**src/rtl/cgpm_pkg.sv**
```systemverilog
// types and constants shared by the c-scan gate pixel mapper
// no dependencies
`timescale 1ns / 1ps

package cgpm_pkg;

  localparam int unsigned AMP_W      = 8;
  localparam int unsigned TH_W       = 24;
  localparam int unsigned GAIN_W     = 16;
  localparam int unsigned PIX_W      = 8;
  localparam int unsigned Q_W        = PIX_W;
  localparam int unsigned NUM_W      = TH_W + Q_W;
  localparam int unsigned MODE_W     = 2;
  localparam int unsigned CFG_IDX_W  = 3;
  localparam int unsigned CFG_DATA_W = TH_W;
  localparam int unsigned DIV_STEPS  = Q_W;

  localparam logic [PIX_W-1:0]  PIX_MAX    = 8'hFF;
  localparam logic [PIX_W-1:0]  PIX_MIN    = 8'h00;
  localparam logic [TH_W-1:0]   STOP_RST   = 24'd100000;
  localparam logic [GAIN_W-1:0] GAIN_RST   = 16'd256;

  typedef enum logic [MODE_W-1:0] {
    MODE_AMP  = 2'd0,
    MODE_POS  = 2'd1,
    MODE_DIST = 2'd2
  } map_mode_e;

  typedef enum logic [CFG_IDX_W-1:0] {
    REG_MODE   = 3'd0,
    REG_HFIRST = 3'd1,
    REG_HSEC   = 3'd2,
    REG_START  = 3'd3,
    REG_STOP   = 3'd4,
    REG_GAIN   = 3'd5
  } reg_idx_e;

  typedef struct packed {
    logic [MODE_W-1:0] map_mode;
    logic [AMP_W-1:0]  gate_height_first;
    logic [AMP_W-1:0]  gate_height_second;
    logic [TH_W-1:0]   thickness_start;
    logic [TH_W-1:0]   thickness_stop;
    logic [GAIN_W-1:0] gain_scale;
  } cfg_t;

  // one item inside the divider pipe
  typedef struct packed {
    logic [NUM_W-1:0] num;
    logic [TH_W-1:0]  span;
    logic [Q_W-1:0]   quo;
    logic             forced;
    logic [PIX_W-1:0] fixed_pix;
    logic             last;
  } div_t;

endpackage

```
**src/rtl/cscan_gate_pixel_mapper.sv**
```systemverilog
// top level of the c-scan gate pixel mapper: config registers, front end, divider pipe
// depends on cgpm_pkg, cgpm_front, cgpm_div_stage
`timescale 1ns / 1ps

// Maps one beam's gate peaks to an 8-bit C-scan pixel in amplitude, position or
// distance mode. One beat is taken every cycle while the pipe is not full and stalled;
// a beat passes three front-end stages and eight divider stages (one quotient bit per
// stage), and every stage holds its beat while the output is stalled, so empty
// stages still fill. Registers may be written only while no beat is in flight.

module cscan_gate_pixel_mapper #(
  parameter int unsigned DEPTH_BITS = 24
) (
  input  logic                                clk_i,
  input  logic                                rst_ni,
  input  logic                                cfg_we_i,
  input  logic [cgpm_pkg::CFG_IDX_W-1:0]      cfg_idx_i,
  input  logic [cgpm_pkg::CFG_DATA_W-1:0]     cfg_data_i,
  input  logic                                s_axis_tvalid,
  output logic                                s_axis_tready,
  // depth_first, amp_first, depth_second, amp_second
  input  logic [((2*DEPTH_BITS+2*cgpm_pkg::AMP_W+7)/8)*8-1:0] s_axis_tdata,
  input  logic                                s_axis_tlast,
  output logic                                m_axis_tvalid,
  input  logic                                m_axis_tready,
  // pixel
  output logic [cgpm_pkg::PIX_W-1:0]          m_axis_tdata,
  output logic                                m_axis_tlast
);
  import cgpm_pkg::*;

  localparam int unsigned NSTG = DIV_STEPS;

  cfg_t                  cfg_q;
  logic [NSTG:0]         div_v;
  logic [NSTG:0]         div_rdy;
  div_t                  div_d [NSTG+1];
  logic                  front_rdy;

  always_ff @(posedge clk_i or negedge rst_ni) begin
    if (!rst_ni) begin
      cfg_q.map_mode           <= MODE_POS;
      cfg_q.gate_height_first  <= '0;
      cfg_q.gate_height_second <= '0;
      cfg_q.thickness_start    <= '0;
      cfg_q.thickness_stop     <= STOP_RST;
      cfg_q.gain_scale         <= GAIN_RST;
    end else if (cfg_we_i) begin
      case (reg_idx_e'(cfg_idx_i))
        REG_MODE:   cfg_q.map_mode           <= cfg_data_i[MODE_W-1:0];
        REG_HFIRST: cfg_q.gate_height_first  <= cfg_data_i[AMP_W-1:0];
        REG_HSEC:   cfg_q.gate_height_second <= cfg_data_i[AMP_W-1:0];
        REG_START:  cfg_q.thickness_start    <= cfg_data_i[TH_W-1:0];
        REG_STOP:   cfg_q.thickness_stop     <= cfg_data_i[TH_W-1:0];
        REG_GAIN:   cfg_q.gain_scale         <= cfg_data_i[GAIN_W-1:0];
        default: ;
      endcase
    end
  end

  cgpm_front #(
    .DEPTH_BITS(DEPTH_BITS)
  ) u_front (
    .clk_i         (clk_i),
    .rst_ni        (rst_ni),
    .cfg_i         (cfg_q),
    .valid_i       (s_axis_tvalid),
    .ready_o       (front_rdy),
    .depth_first_i (s_axis_tdata[DEPTH_BITS-1:0]),
    .amp_first_i   (s_axis_tdata[DEPTH_BITS +: AMP_W]),
    .depth_second_i(s_axis_tdata[DEPTH_BITS+AMP_W +: DEPTH_BITS]),
    .amp_second_i  (s_axis_tdata[2*DEPTH_BITS+AMP_W +: AMP_W]),
    .last_i        (s_axis_tlast),
    .valid_o       (div_v[0]),
    .ready_i       (div_rdy[0]),
    .data_o        (div_d[0])
  );

  assign s_axis_tready = front_rdy;

  for (genvar k = 0; k < NSTG; k++) begin : g_div
    cgpm_div_stage u_stage (
      .clk_i  (clk_i),
      .rst_ni (rst_ni),
      .valid_i(div_v[k]),
      .ready_o(div_rdy[k]),
      .data_i (div_d[k]),
      .valid_o(div_v[k+1]),
      .ready_i(div_rdy[k+1]),
      .data_o (div_d[k+1])
    );
  end

  assign div_rdy[NSTG]  = m_axis_tready;
  assign m_axis_tvalid  = div_v[NSTG];
  assign m_axis_tlast   = div_d[NSTG].last;
  assign m_axis_tdata   = div_d[NSTG].forced ? div_d[NSTG].fixed_pix : div_d[NSTG].quo;

  // divider only ever sees a non-zero span on beats that are not forced
  a_span_nonzero: assert property (@(posedge clk_i) disable iff (!rst_ni)
    div_v[0] && !div_d[0].forced |-> div_d[0].span != '0)
    else $error("divider entered with zero span");

  // quotient fits in eight bits
  a_num_bound: assert property (@(posedge clk_i) disable iff (!rst_ni)
    div_v[0] && !div_d[0].forced |->
      div_d[0].num < {div_d[0].span, {Q_W{1'b0}}})
    else $error("dividend out of range");

  // the divider pipe only backs up when every stage is full
  a_stall_full: assert property (@(posedge clk_i) disable iff (!rst_ni)
    !div_rdy[0] |-> &div_v[NSTG:1])
    else $error("divider stalled with an empty stage");

endmodule

```
**src/rtl/cgpm_front.sv**
```systemverilog
// front end: amplitude gain scaling, gate checks, depth select, bound compares and 255x scaling
// three register stages, depends on cgpm_pkg
`timescale 1ns / 1ps

module cgpm_front #(
  parameter int unsigned DEPTH_BITS = 24
) (
  input  logic                          clk_i,
  input  logic                          rst_ni,
  input  cgpm_pkg::cfg_t                cfg_i,
  input  logic                          valid_i,
  output logic                          ready_o,
  input  logic [DEPTH_BITS-1:0]         depth_first_i,
  input  logic [cgpm_pkg::AMP_W-1:0]    amp_first_i,
  input  logic [DEPTH_BITS-1:0]         depth_second_i,
  input  logic [cgpm_pkg::AMP_W-1:0]    amp_second_i,
  input  logic                          last_i,
  output logic                          valid_o,
  input  logic                          ready_i,
  output cgpm_pkg::div_t                data_o
);
  import cgpm_pkg::*;

  localparam int unsigned CMP_W  = (DEPTH_BITS > TH_W) ? DEPTH_BITS : TH_W;
  localparam int unsigned PROD_W = AMP_W + GAIN_W;
  localparam int unsigned AMPS_W = PROD_W - 8;

  logic v1_q, v2_q, v3_q;
  logic r1, r2, r3;

  // stage 1 payload
  logic                  amp_mode_q, amp_mode_d;
  logic                  gate_fail_q, gate_fail_d;
  logic [PIX_W-1:0]      fail_pix_q, fail_pix_d;
  logic [DEPTH_BITS-1:0] dsel_q, dsel_d;
  logic [AMPS_W-1:0]     amp_scl_q, amp_scl_d;
  logic                  last1_q;
  logic [PROD_W-1:0]     prod;
  logic                  dist_mode;

  // stage 2 and 3 payload
  div_t                  f2_q, f2_d;
  div_t                  f3_q, f3_d;
  logic [CMP_W-1:0]      dsel_ext, start_ext, stop_ext, n_ext;
  logic [TH_W-1:0]       span;
  logic [PIX_W-1:0]      amp_pix;

  assign r3      = !v3_q || ready_i;
  assign r2      = !v2_q || r3;
  assign r1      = !v1_q || r2;
  assign ready_o = r1;
  assign valid_o = v3_q;
  assign data_o  = f3_q;

  always_comb begin
    dist_mode   = (cfg_i.map_mode != MODE_AMP) && (cfg_i.map_mode != MODE_POS);
    amp_mode_d  = (cfg_i.map_mode == MODE_AMP);
    prod        = PROD_W'(amp_first_i) * PROD_W'(cfg_i.gain_scale);
    amp_scl_d   = prod[PROD_W-1:8];
    gate_fail_d = (amp_first_i < cfg_i.gate_height_first) ||
                  (dist_mode && (amp_second_i < cfg_i.gate_height_second));
    fail_pix_d  = dist_mode ? PIX_MAX : PIX_MIN;
    if (!dist_mode) begin
      dsel_d = depth_first_i;
    end else if (depth_second_i >= depth_first_i) begin
      dsel_d = depth_second_i - depth_first_i;
    end else begin
      dsel_d = depth_first_i - depth_second_i;
    end
  end

  always_comb begin
    dsel_ext  = CMP_W'(dsel_q);
    start_ext = CMP_W'(cfg_i.thickness_start);
    stop_ext  = CMP_W'(cfg_i.thickness_stop);
    n_ext     = dsel_ext - start_ext;
    span      = cfg_i.thickness_stop - cfg_i.thickness_start;
    amp_pix   = (amp_scl_q > AMPS_W'(PIX_MAX)) ? PIX_MAX : amp_scl_q[PIX_W-1:0];
    f2_d           = '0;
    f2_d.num       = NUM_W'(n_ext[TH_W-1:0]);
    f2_d.span      = span;
    f2_d.last      = last1_q;
    f2_d.forced    = 1'b1;
    if (amp_mode_q) begin
      f2_d.fixed_pix = amp_pix;
    end else if (gate_fail_q) begin
      f2_d.fixed_pix = fail_pix_q;
    end else if (dsel_ext < start_ext) begin
      f2_d.fixed_pix = PIX_MIN;
    end else if (dsel_ext > stop_ext) begin
      f2_d.fixed_pix = PIX_MAX;
    end else if (span == '0) begin
      f2_d.fixed_pix = PIX_MIN;
    end else begin
      f2_d.forced    = 1'b0;
      f2_d.fixed_pix = PIX_MIN;
    end
  end

  // 255 * n as (n << 8) - n
  always_comb begin
    f3_d     = f2_q;
    f3_d.num = {f2_q.num[TH_W-1:0], {Q_W{1'b0}}} - f2_q.num;
  end

  always_ff @(posedge clk_i or negedge rst_ni) begin
    if (!rst_ni) begin
      v1_q <= 1'b0;
      v2_q <= 1'b0;
      v3_q <= 1'b0;
    end else begin
      if (r1) v1_q <= valid_i;
      if (r2) v2_q <= v1_q;
      if (r3) v3_q <= v2_q;
    end
  end

  always_ff @(posedge clk_i) begin
    if (r1 && valid_i) begin
      amp_mode_q  <= amp_mode_d;
      gate_fail_q <= gate_fail_d;
      fail_pix_q  <= fail_pix_d;
      dsel_q      <= dsel_d;
      amp_scl_q   <= amp_scl_d;
      last1_q     <= last_i;
    end
    if (r2 && v1_q) f2_q <= f2_d;
    if (r3 && v2_q) f3_q <= f3_d;
  end

endmodule

```
**src/rtl/cgpm_div_stage.sv**
```systemverilog
// one restoring division step: yields one quotient bit, msb first
// depends on cgpm_pkg
`timescale 1ns / 1ps

module cgpm_div_stage (
  input  logic           clk_i,
  input  logic           rst_ni,
  input  logic           valid_i,
  output logic           ready_o,
  input  cgpm_pkg::div_t data_i,
  output logic           valid_o,
  input  logic           ready_i,
  output cgpm_pkg::div_t data_o
);
  import cgpm_pkg::*;

  logic             valid_q;
  div_t             data_q, data_d;
  logic [NUM_W-1:0] trial, rem;
  logic             ge;

  assign ready_o = !valid_q || ready_i;
  assign valid_o = valid_q;
  assign data_o  = data_q;

  always_comb begin
    trial       = NUM_W'({data_i.span, {(Q_W-1){1'b0}}});
    ge          = data_i.num >= trial;
    rem         = ge ? (data_i.num - trial) : data_i.num;
    data_d      = data_i;
    data_d.num  = {rem[NUM_W-2:0], 1'b0};
    data_d.quo  = {data_i.quo[Q_W-2:0], ge};
  end

  always_ff @(posedge clk_i or negedge rst_ni) begin
    if (!rst_ni) begin
      valid_q <= 1'b0;
    end else if (ready_o) begin
      valid_q <= valid_i;
    end
  end

  always_ff @(posedge clk_i) begin
    if (ready_o && valid_i) begin
      data_q <= data_d;
    end
  end

endmodule

```
**config.mk**
```make
export PLATFORM = sky130hd
export DESIGN_NAME = cscan_gate_pixel_mapper
export DESIGN_NICKNAME = d
export VERILOG_FILES = /design/src/rtl/cgpm_pkg.sv /design/src/rtl/cscan_gate_pixel_mapper.sv /design/src/rtl/cgpm_front.sv /design/src/rtl/cgpm_div_stage.sv
export SDC_FILE = /design/constraint.sdc
export NUM_CORES = 2
export LEC_CHECK = 0
export ABC_AREA = 1
export BUFFER_PORTS_ARGS = -buffer_cell sky130_fd_sc_hd__buf_2
export CORE_AREA = 2 2 364 366
export CTS_CLUSTER_DIAMETER = 40
export DETAILED_ROUTE_END_ITERATION = 8
export DIE_AREA = 0 0 366 368
export SLEW_MARGIN = 25
export SYNTH_ARGS = -nofsm -noshare
export SYNTH_HDL_FRONTEND = slang
export SYNTH_HIERARCHICAL = 1
export SYNTH_SLANG_ARGS = --single-unit
```
**constraint.sdc**
```tcl
create_clock -name clk_i -period 5.7 [get_ports clk_i]
set_clock_uncertainty 0.15 [all_clocks]
set_input_delay 0.855 -clock clk_i [delete_from_list [all_inputs] [get_ports clk_i]]
set_output_delay 0.855 -clock clk_i [all_outputs]
set_load 0.02 [all_outputs]
```
==> results.toml <==
[power]
clkPwrFrac_pct = 17.8
p_leak_uw = 0.0314
switching_power_uw = 19500
p_sw_share_pct = 46.7
peakVddDrop_v = 0.000319
power_density_nw_per_um2 = 685
power_frac_comb_pct = 54.4
internal-power_uw = 22200
p_seq_share_pct = 27.8

[floorplanning]
die_y_um = 368
die_area_um2 = 135000
coreArea_um2 = 131000
rows = 133
fp.dieW_um = 366
boundaryPins = 108
initial_core_util_pct = 41.6

[worst_hold_path]
hold_class = "input pin to register"

[sta]
finalCritPeriodShare_pct = 83.1
grt_setup_unrepaired = "false"
timing.hold.ws_ns = 0.185
finalSetupViolations = 0
slew_viol_final = 0
post-route-min-period_ns = 4.74
maxSlewHeadroom_pct = 34.7
hold_viol = 0
worst_pin_slew_ns = 0.977
max_freq_ghz = 0.211
tns_ns = 0

[status]
status = "completed"

[clocking]
cts.sinks = 762
clkLatencyLatePin_ns = 0.72
cts_max_path_buffers = 3
path_clk_slew_ns = 0.06
cts_tree = "built"
cts_root_buffer = "clkbuf_16"
numCtsBuffers = 117
cts_setup_buffers = 0
htreeDepth = 3
cts_resized = 0

[global_route]
grtUsageTotal_pct = 21.5
grt_pass1_vias = 43820
grt_max_degree = 72
antenna_found_initial = 0
grt_pass1_wl_mm = 231
overflow = 0

[routing]
drt_wl_total_mm = 145
first_iter_violations = 2672
postRouteAntennaNets = 0
wl_per_cell_um = 16.2
first_pass_iters = 6
via_per_inst = 4.87
drc = 0
vias = 43495

[cells_and_area]
seq_area_um2 = 22400
fin_util_pct = 46.6
synthToLayoutAreaGrowth_pct = 11.9
nNetsFinal = 7645
multi_input_area_um2 = 26000
fill_cells = 12966
final_cells = 8928
fin_area_um2 = 60900
antenna_cells = 0
drive_gt1_share_pct = 8.27

[synth]
yosysWarnings = 6
syn_inst = 6933
synth_nets = 7506
postSynthAreaPerCell_um2 = 7.85
mappedNetlistArea_um2 = 54400

[worst_setup_path]
critPathKind = "register to register"
required_ns = 6.00
end_kind = "register"
crit_fanout = 9
worst-endpoint-arrival_ns = 5.03
cp-start-kind = "register"

[job]
max_cap_violations = 0

[placement]
placed_cells_incl_taps = 8706
portBuffers = 107
gp_congestion = 0.963
dp_hpwl_mm = 117
dpl-instance-area_um2 = 56700
[registers in the layout, indices dropped and copies added (netlist names)]
name and cells:
cfg_q 82, g_div.u_stage/data_o 501, g_div.u_stage/valid_o 8, u_front/amp_mode_q 1, u_front/amp_scl_q 16, u_front/data_o 66, u_front/dsel_ext 24, u_front/f2_q 58
u_front/fail_pix_q 1, u_front/gate_fail_q 1, u_front/last1_q 1, u_front/v1_q 1, u_front/v2_q 1, u_front/valid_o 1
[metrics by stage]
| step | power, µW | setup WS (ns) |
|---|---|---|
| floorplan | 28400 | 0.0933 |
| global placement | 34000 | 0.370 |
| detailed placement | 34300 | 0.364 |
| CTS | 41900 | 0.990 |
| global route | 45600 | 0.673 |
| finish | 41700 | 0.964 |
[layout by cell type (no fill, tap or decap), drive strengths merged, types with 15 or more instances in the layout]
master  instances
nand4          74
fa             94
xnor2          30
nand2        2420
clkinv         32
nor2          434
buf           131
a21oi         248
a21o           15
o21a           15
a31oi          16
edfxtp        669
nor3           41
clkbuf        130
nand3b         45
ha            382
nand3         536
dfrtp          85
xor2          132
o21ai         119
inv          1453
[power by group through the flow]
stage          Combinational, µW  Sequential [µW]  Clock, µW
2_1_floorplan              17400            11100          0
6_report                   22700            11600       7430
5_1_grt                    25800            11900       7850
3_3_place_gp               22300            11700          0
4_1_cts                    22700            11700       7610
3_5_place_dp               22600            11800          0
[path summary, 6_finish.rpt]
check | start | end | slack, ns | cells after the start
min in group asynchronous | rst_ni | cfg_q[75] | 0.43 | 2
max in group asynchronous | rst_ni | cfg_q[8] | 4.27 | 3
worst min-delay path | s_axis_tlast | u_front/last1_q | 0.18 | 1
worst max-delay path | cfg_q[4] | u_front/amp_scl_q[13] | 0.96 | 16
worst max register to register | cfg_q[4] | u_front/amp_scl_q[13] | 0.96 | 16
worst min register to register | g_div[1].u_stage/data_o[4] | g_div[2].u_stage/data_o[4] | 0.25 | 0
[critical path, stage by stage (launching register included)]
cell	delay [ns]
dfrtp_1	0.57
nand2_1	0.09
inv_1	0.09
fa_1	0.45
fa_1	0.54
fa_1	0.54
inv_1	0.05
fa_1	0.55
inv_1	0.05
ha_1	0.37
a21oi_1	0.13
o21ai_0	0.35
inv_1	0.09
o21ai_0	0.14
nand2_1	0.10
o211ai_1	0.13
xor2_1	0.10
[metal layers]
metal	vias up	wire, µm	track usage, %
met5	-	0	0
met4	0	7990	10.9
met3	373	5140	2.66
met2	991	75000	40.5
met1	20003	56800	23.7
li1	22128	-	-
[what timing repair did]
item	CTS	global route
endpoints found under the setup margin	0	0
hold buffers	0	1
endpoints found under the hold margin	0	16
[cell type report]
type / count / area share (%)
Inverter: 1418 / 8.74
Clock inverter: 90 / 1.74
Multi-Input combinational cell: 4641 / 42.8
Timing Repair Buffer: 132 / 1.23
Tap cell: 1755 / 3.61
Clock buffer: 130 / 5.08
Sequential cell: 762 / 36.8
(Power assumes the default switching activity.)
